$ cat src/rtl/ffja_pkg.sv
// Shared types, widths and constants for the first-fit job allocator.
package ffja_pkg;

	localparam int unsigned ID_W    = 16;
	localparam int unsigned MEM_W   = 10;
	localparam int unsigned CPU_W   = 8;
	localparam int unsigned ACT_W   = 3;
	localparam int unsigned IDX_W   = 2;
	localparam int unsigned CFG_IDX_W = 2;
	localparam int unsigned CFG_DATA_W = 10;

	localparam int unsigned NODES_DEF = 4;

	localparam logic [MEM_W-1:0] MEM_CAP_RST = MEM_W'(64);
	localparam logic [CPU_W-1:0] CPU_CAP_RST = CPU_W'(24);
	localparam logic [ACT_W-1:0] ACTIVE_RST  = ACT_W'(2);

	localparam logic [CFG_IDX_W-1:0] REG_MEM_CAP = CFG_IDX_W'(0);
	localparam logic [CFG_IDX_W-1:0] REG_CPU_CAP = CFG_IDX_W'(1);
	localparam logic [CFG_IDX_W-1:0] REG_ACTIVE  = CFG_IDX_W'(2);

	typedef struct packed {
		logic [ID_W-1:0]  job_id;
		logic [MEM_W-1:0] mem_need;
		logic [CPU_W-1:0] cpu_need;
	} job_t;

	typedef struct packed {
		logic [ID_W-1:0]  job_tag;
		logic             placed;
		logic [IDX_W-1:0] node_index;
	} res_t;

	typedef struct packed {
		job_t             job;
		logic             placed;
		logic [IDX_W-1:0] node_index;
	} cell_word_t;

endpackage

$ cat src/rtl/ffja_cell.sv
// One worker node: holds its free counts and places a passing job if it fits.
module ffja_cell #(
	parameter int unsigned IDX = 0
) (
	input  logic                          clk,
	input  logic                          arst_n,
	input  logic                          advance,
	input  logic                          reload,
	input  logic [ffja_pkg::MEM_W-1:0]    cap_mem,
	input  logic [ffja_pkg::CPU_W-1:0]    cap_cpu,
	input  logic                          active,
	input  logic                          in_valid,
	input  ffja_pkg::cell_word_t          in_word,
	output logic                          out_valid,
	output ffja_pkg::cell_word_t          out_word
);

	localparam logic [ffja_pkg::IDX_W-1:0] CELL_TAG = ffja_pkg::IDX_W'(IDX);

	logic [ffja_pkg::MEM_W-1:0] free_mem_q;
	logic [ffja_pkg::CPU_W-1:0] free_cpu_q;
	logic                       out_valid_q;
	ffja_pkg::cell_word_t       out_word_q;
	ffja_pkg::cell_word_t       next_word;
	logic                       fit;

	always_comb begin
		fit = in_valid && !in_word.placed && active
			&& (free_mem_q >= in_word.job.mem_need)
			&& (free_cpu_q >= in_word.job.cpu_need);
		next_word = in_word;
		if (fit) begin
			next_word.placed     = 1'b1;
			next_word.node_index = CELL_TAG;
		end
	end

	always_ff @(posedge clk or negedge arst_n) begin
		if (!arst_n) begin
			free_mem_q  <= ffja_pkg::MEM_CAP_RST;
			free_cpu_q  <= ffja_pkg::CPU_CAP_RST;
			out_valid_q <= 1'b0;
		end else begin
			if (reload) begin
				free_mem_q <= cap_mem;
				free_cpu_q <= cap_cpu;
			end else if (advance && fit) begin
				free_mem_q <= free_mem_q - in_word.job.mem_need;
				free_cpu_q <= free_cpu_q - in_word.job.cpu_need;
			end
			if (advance) begin
				out_valid_q <= in_valid;
			end
		end
	end

	always_ff @(posedge clk) begin
		if (advance) begin
			out_word_q <= next_word;
		end
	end

	assign out_valid = out_valid_q;
	assign out_word  = out_word_q;

endmodule

$ cat src/rtl/ffja_obuf.sv
// Result register with a skid stage; holds the chain while a word waits.
module ffja_obuf (
	input  logic                 clk,
	input  logic                 arst_n,
	input  logic                 in_valid,
	input  ffja_pkg::res_t       in_word,
	output logic                 full,
	output logic                 res_valid,
	input  logic                 res_stall,
	output ffja_pkg::res_t       res_data
);

	logic           out_valid_q;
	ffja_pkg::res_t out_word_q;
	logic           skid_full_q;
	ffja_pkg::res_t skid_word_q;
	logic           take;
	logic           push;

	assign take = out_valid_q && !res_stall;
	assign push = in_valid && !skid_full_q;

	always_ff @(posedge clk or negedge arst_n) begin
		if (!arst_n) begin
			out_valid_q <= 1'b0;
			skid_full_q <= 1'b0;
			out_word_q  <= '0;
			skid_word_q <= '0;
		end else begin
			if (skid_full_q) begin
				if (take) begin
					out_word_q  <= skid_word_q;
					skid_full_q <= 1'b0;
				end
			end else if (push) begin
				if (!out_valid_q || take) begin
					out_word_q  <= in_word;
					out_valid_q <= 1'b1;
				end else begin
					skid_word_q <= in_word;
					skid_full_q <= 1'b1;
				end
			end else if (take) begin
				out_valid_q <= 1'b0;
			end
		end
	end

	assign full      = skid_full_q;
	assign res_valid = out_valid_q;
	assign res_data  = out_word_q;

endmodule

$ cat src/rtl/first_fit_job_allocator.sv
// Top level: config registers, chain of node cells and result buffer.
//
//   channel | valid     | stall     | word
//   job     | job_valid | job_stall | job_data  (job_id, mem_need, cpu_need)
//   result  | res_valid | res_stall | res_data  (job_tag, placed, node_index)
//   config  | cfg_we    | -         | cfg_index, cfg_wdata
//
// One job accepted per cycle while job_stall is low; the first node cell loads it at the
// accepting edge, then each later cell and finally the result register, which offers it.
// After reset every node holds 64 memory units and 24 cores, two nodes active.
// A config write to index 0, 1 or 2 reloads all nodes at once with the capacities as written.
// job_stall rises only when the skid stage holds a word; the chain then holds.
module first_fit_job_allocator #(
	parameter int unsigned NODES = ffja_pkg::NODES_DEF
) (
	input  logic                              clk,
	input  logic                              arst_n,
	input  logic                              job_valid,
	output logic                              job_stall,
	input  ffja_pkg::job_t                    job_data,
	output logic                              res_valid,
	input  logic                              res_stall,
	output ffja_pkg::res_t                    res_data,
	input  logic                              cfg_we,
	input  logic [ffja_pkg::CFG_IDX_W-1:0]    cfg_index,
	input  logic [ffja_pkg::CFG_DATA_W-1:0]   cfg_wdata
);

	logic [ffja_pkg::MEM_W-1:0] mem_cap_q;
	logic [ffja_pkg::CPU_W-1:0] cpu_cap_q;
	logic [ffja_pkg::ACT_W-1:0] active_q;
	logic [ffja_pkg::MEM_W-1:0] mem_cap_nx;
	logic [ffja_pkg::CPU_W-1:0] cpu_cap_nx;
	logic                       reload;
	logic                       advance;
	logic                       obuf_full;
	logic [NODES-1:0]           act;
	logic                       valid_c [NODES+1];
	ffja_pkg::cell_word_t       word_c  [NODES+1];
	ffja_pkg::res_t             last_res;

	always_comb begin
		mem_cap_nx = mem_cap_q;
		cpu_cap_nx = cpu_cap_q;
		reload     = 1'b0;
		if (cfg_we) begin
			unique case (cfg_index)
				ffja_pkg::REG_MEM_CAP: begin
					mem_cap_nx = cfg_wdata[ffja_pkg::MEM_W-1:0];
					reload     = 1'b1;
				end
				ffja_pkg::REG_CPU_CAP: begin
					cpu_cap_nx = cfg_wdata[ffja_pkg::CPU_W-1:0];
					reload     = 1'b1;
				end
				ffja_pkg::REG_ACTIVE: begin
					reload = 1'b1;
				end
				default: begin
					reload = 1'b0;
				end
			endcase
		end
	end

	always_ff @(posedge clk or negedge arst_n) begin
		if (!arst_n) begin
			mem_cap_q <= ffja_pkg::MEM_CAP_RST;
			cpu_cap_q <= ffja_pkg::CPU_CAP_RST;
			active_q  <= ffja_pkg::ACTIVE_RST;
		end else if (cfg_we) begin
			mem_cap_q <= mem_cap_nx;
			cpu_cap_q <= cpu_cap_nx;
			if (cfg_index == ffja_pkg::REG_ACTIVE) begin
				active_q <= cfg_wdata[ffja_pkg::ACT_W-1:0];
			end
		end
	end

	assign advance   = !obuf_full;
	assign job_stall = obuf_full;

	assign valid_c[0] = job_valid;
	assign word_c[0]  = '{job: job_data, placed: 1'b0, node_index: '0};

	for (genvar g = 0; g < NODES; g++) begin : g_cell
		assign act[g] = (32'(active_q) > 32'(g));

		ffja_cell #(
			.IDX(g)
		) u_cell (
			.clk      (clk),
			.arst_n   (arst_n),
			.advance  (advance),
			.reload   (reload),
			.cap_mem  (mem_cap_nx),
			.cap_cpu  (cpu_cap_nx),
			.active   (act[g]),
			.in_valid (valid_c[g]),
			.in_word  (word_c[g]),
			.out_valid(valid_c[g+1]),
			.out_word (word_c[g+1])
		);
	end

	assign last_res = '{
		job_tag:    word_c[NODES].job.job_id,
		placed:     word_c[NODES].placed,
		node_index: word_c[NODES].node_index
	};

	ffja_obuf u_obuf (
		.clk      (clk),
		.arst_n   (arst_n),
		.in_valid (valid_c[NODES]),
		.in_word  (last_res),
		.full     (obuf_full),
		.res_valid(res_valid),
		.res_stall(res_stall),
		.res_data (res_data)
	);

endmodule
$ cat config.mk
export PLATFORM = sky130hd
export DESIGN_NAME = first_fit_job_allocator
export DESIGN_NICKNAME = d
export VERILOG_FILES = /design/src/rtl/ffja_pkg.sv /design/src/rtl/ffja_cell.sv /design/src/rtl/ffja_obuf.sv /design/src/rtl/first_fit_job_allocator.sv
export SDC_FILE = /design/constraint.sdc
export NUM_CORES = 1
export LEC_CHECK = 0
export BUFFER_PORTS_ARGS = -buffer_cell sky130_fd_sc_hd__buf_2
export CORE_ASPECT_RATIO = 0.5
export CORE_MARGIN = 8
export CORE_UTILIZATION = 45
export DETAILED_ROUTE_END_ITERATION = 8
export GPL_TIMING_DRIVEN = 0
export PLACE_DENSITY_LB_ADDON = 0.25
export SYNTH_ARGS = -nofsm -noshare
export SYNTH_HDL_FRONTEND = slang
export SYNTH_HIERARCHICAL = 1
export SYNTH_SLANG_ARGS = --single-unit
$ cat constraint.sdc
create_clock -name clk -period 5.85 [get_ports clk]
set_input_delay 1.755 -clock clk [delete_from_list [all_inputs] [get_ports clk]]
set_output_delay 1.755 -clock clk [all_outputs]
set_load 0.005 [all_outputs]
==> flow_summary_export.csv <==
group,metric,value,unit
outcome,status,"complete, no violations",
sta,rsz0062_at_grt,"false",
finish,seq_area,7350,um^2
flow_run,drv_cap,0,
cts,post_cts_buffers,0,
sta,worst_clock_skew,0.0111,ns
floorplanning,dieWidth,267,um
cts,clkTransAtPathRegs,0.07,ns
finish,area_growth,13.9,%
cts,htree_num_levels,1,
place,gp_congestion,0.932,
worst_setup_path,worstPathRequired,6.27,ns
global_routing,first_global_vias,9850,
global_routing,grt_pass1_wl,51.9,mm
place,dp_hpwl,23.8,mm
drt,first_iter_violations,591,
floorplanning,placementRows,46,
worst_setup_path,cp-end-kind,"flop",
synth,yosys_warnings,6,
finish,stdcell_area,16200,um^2
cts,cts_tree,"yes",
finish,diodes,0,
global_routing,grt_max_degree,97,
floorplanning,dieArea,37900,um^2
worst_setup_path,cp_max_fo,10,
drt,num_vias,9508,
power_and_ir_drop,p_per_area,538,nW/um^2
cts,clock-root-buffer,"clkbuf_16",
sta,setup_viol,0,
global_routing,antenna_found_initial,0,
worst_setup_path,path_class,"input pin to flop",
worst_setup_path,critPathArrivalTime,4.07,ns
sta,min_period_over_period,0.624,
global_routing,grt_usage,0.169,
sta,hold_viol_final,0,
drt,wire_per_inst,18.7,um
worst_setup_path,start_kind,"input pin",
sta,layout_min_cycle_time,3.65,ns
sta,drv_slew,0,
sta,fmax,0.274,GHz
cts,cts.sinks,267,
place,place_inst,1687,
finish,drive_above_1_share,0.232,
cts,clock_path_buffers,3,
drt,drc_errors,0,
drt,drtAntennaViolNets,0,
finish,final_cells,1735,
sta,tightest_slew,0.661,ns
cts,ctsResizeCount,0,
floorplanning,initial_core_util,0.453,
synth,synthCells,1177,
sta,slew_headroom,0.560,
floorplanning,ios,72,
synth,syn-cell-area,14200,um^2
synth,synth.avg_cell_area,12.1,um^2
place,io_buffers,71,
cts,hold_buffers,0,
cts,cts_buffers,26,
power_and_ir_drop,leakage,6.88,nW
drt,routed_via_density,5.48,
sta,hold_ws,0.415,ns
power_and_ir_drop,power,0.00871,W
floorplanning,dieHeight,142,um
finish,nets,1414,
global_routing,overflow,0,
drt,first_pass_iters,5,
finish,multi_input_area,6250,um^2
finish,nFillCells,2716,
worst_hold_path,hold_class,"flop to flop",
floorplanning,core_area,31400,um^2
drt,finalWirelength,32.4,mm
cts,insertion_delay,0.54,ns
place,placed_cell_area,15200,um^2
power_and_ir_drop,vdd_ir_drop_max,0.000304,V
## flip-flops by register name, summed over array words and instances (netlist names)
| signal | count |
|---|---|
| cpu_cap_q | 8 |
| g_cell.u_cell/out_valid | 4 |
| g_cell.u_cell/free_mem_q | 40 |
| u_obuf/skid_word_q | 19 |
| mem_cap_q | 10 |
| g_cell.u_cell/out_word | 130 |
| u_obuf/res_data | 19 |
| u_obuf/full | 1 |
| active_q | 3 |
| u_obuf/res_valid | 1 |
| g_cell.u_cell/free_cpu_q | 32 |
## report_power, final
part / internal (W) / switching (W) / leakage (nW)
clock: 0.00117 / 0.000736 / 0.474
sequential: 0.00290 / 0.000368 / 2.91
combinational: 0.00156 / 0.00198 / 3.50
## per-layer routing
layer	global-route usage	up-vias	routed length (um)	share of wire
met3	0.0290	54	1600	0.049
li1	-	4538	-	-
met5	0	-	0	0
met4	0.0448	0	775	0.024
met1	0.223	4675	14800	0.46
met2	0.288	241	15200	0.47
## layout make-up
class / instances / share of cell area
Sequential cell: 267 / 0.454
Multi-Input combinational cell: 770 / 0.386
Clock buffer: 35 / 0.0467
Tap cell: 432 / 0.0334
Timing Repair Buffer: 74 / 0.0266
Inverter: 102 / 0.0239
Buffer: 42 / 0.0158
Clock inverter: 13 / 0.0140
## stage by stage
stage,setup WS [ns],utilization,setup TNS (ns)
2_1_floorplan,1.33,-,0
3_3_place_gp,-0.313,0.482,-3.55
3_5_place_dp,1.68,0.485,0
4_1_cts,2.25,0.516,0
5_1_grt,2.08,0.516,0
6_report,2.20,0.516,0
## worst paths after layout
check | start | end | slack (ns) | cells past startpoint
hold reg to reg | g_cell[2].u_cell/out_word[32]$_DFFE_PP_ | g_cell[3].u_cell/out_word[32]$_DFFE_PP_ | 0.42 | 0
min in group asynchronous | arst_n | u_obuf/skid_word_q[13]$_DFFE_PN0P_ | 1.14 | 1
setup / recovery | job_data[8] | g_cell[0].u_cell/free_mem_q[3]$_DFFE_PN0P_ | 2.20 | 9
setup reg to reg | g_cell[1].u_cell/out_word[11]$_DFFE_PP_ | g_cell[2].u_cell/free_mem_q[7]$_DFFE_PN0P_ | 2.96 | 10
hold / removal | g_cell[2].u_cell/out_word[32]$_DFFE_PP_ | g_cell[3].u_cell/out_word[32]$_DFFE_PP_ | 0.42 | 0
max in group asynchronous | arst_n | g_cell[0].u_cell/free_cpu_q[3]$_DFFE_PN1P_ | 3.82 | 2
## cells in the final DEF (no fill, tap or decap), types with 8 or more instances in the layout
cell type    n
nand3b_1     8
o21ai_0     33
nand2b_1    26
o211ai_2    18
o211ai_1    55
mux2i_1     17
nor2b_1     18
xnor2_1     25
nand2_1     83
nor3_1      13
clkbuf_1    27
fa_1         8
ha_1        72
and2_1       9
nand4_1     12
buf_6        8
o21ai_1     10
xor2_1      20
and3_1       8
nor4_1       8
edfxtp_1   130
mux2_2      70
nor2_1      39
dfstp_2     16
mux2_4      31
inv_1       98
nand3_1     12
buf_2       76
a31oi_1     15
a21o_1       8
clkbuf_16   27
a21oi_1     47
dfrtp_1    121
## critical path: stages
cell      delay, ns
buf_2          0.13
ha_1           0.23
fa_1           0.38
nand2b_2       0.23
a21oi_4        0.19
a21oi_2        0.09
o21ai_2        0.47
nand2_4        0.19
a311o_1        0.40
No activity file was read; power rests on OpenSTA's default activity.
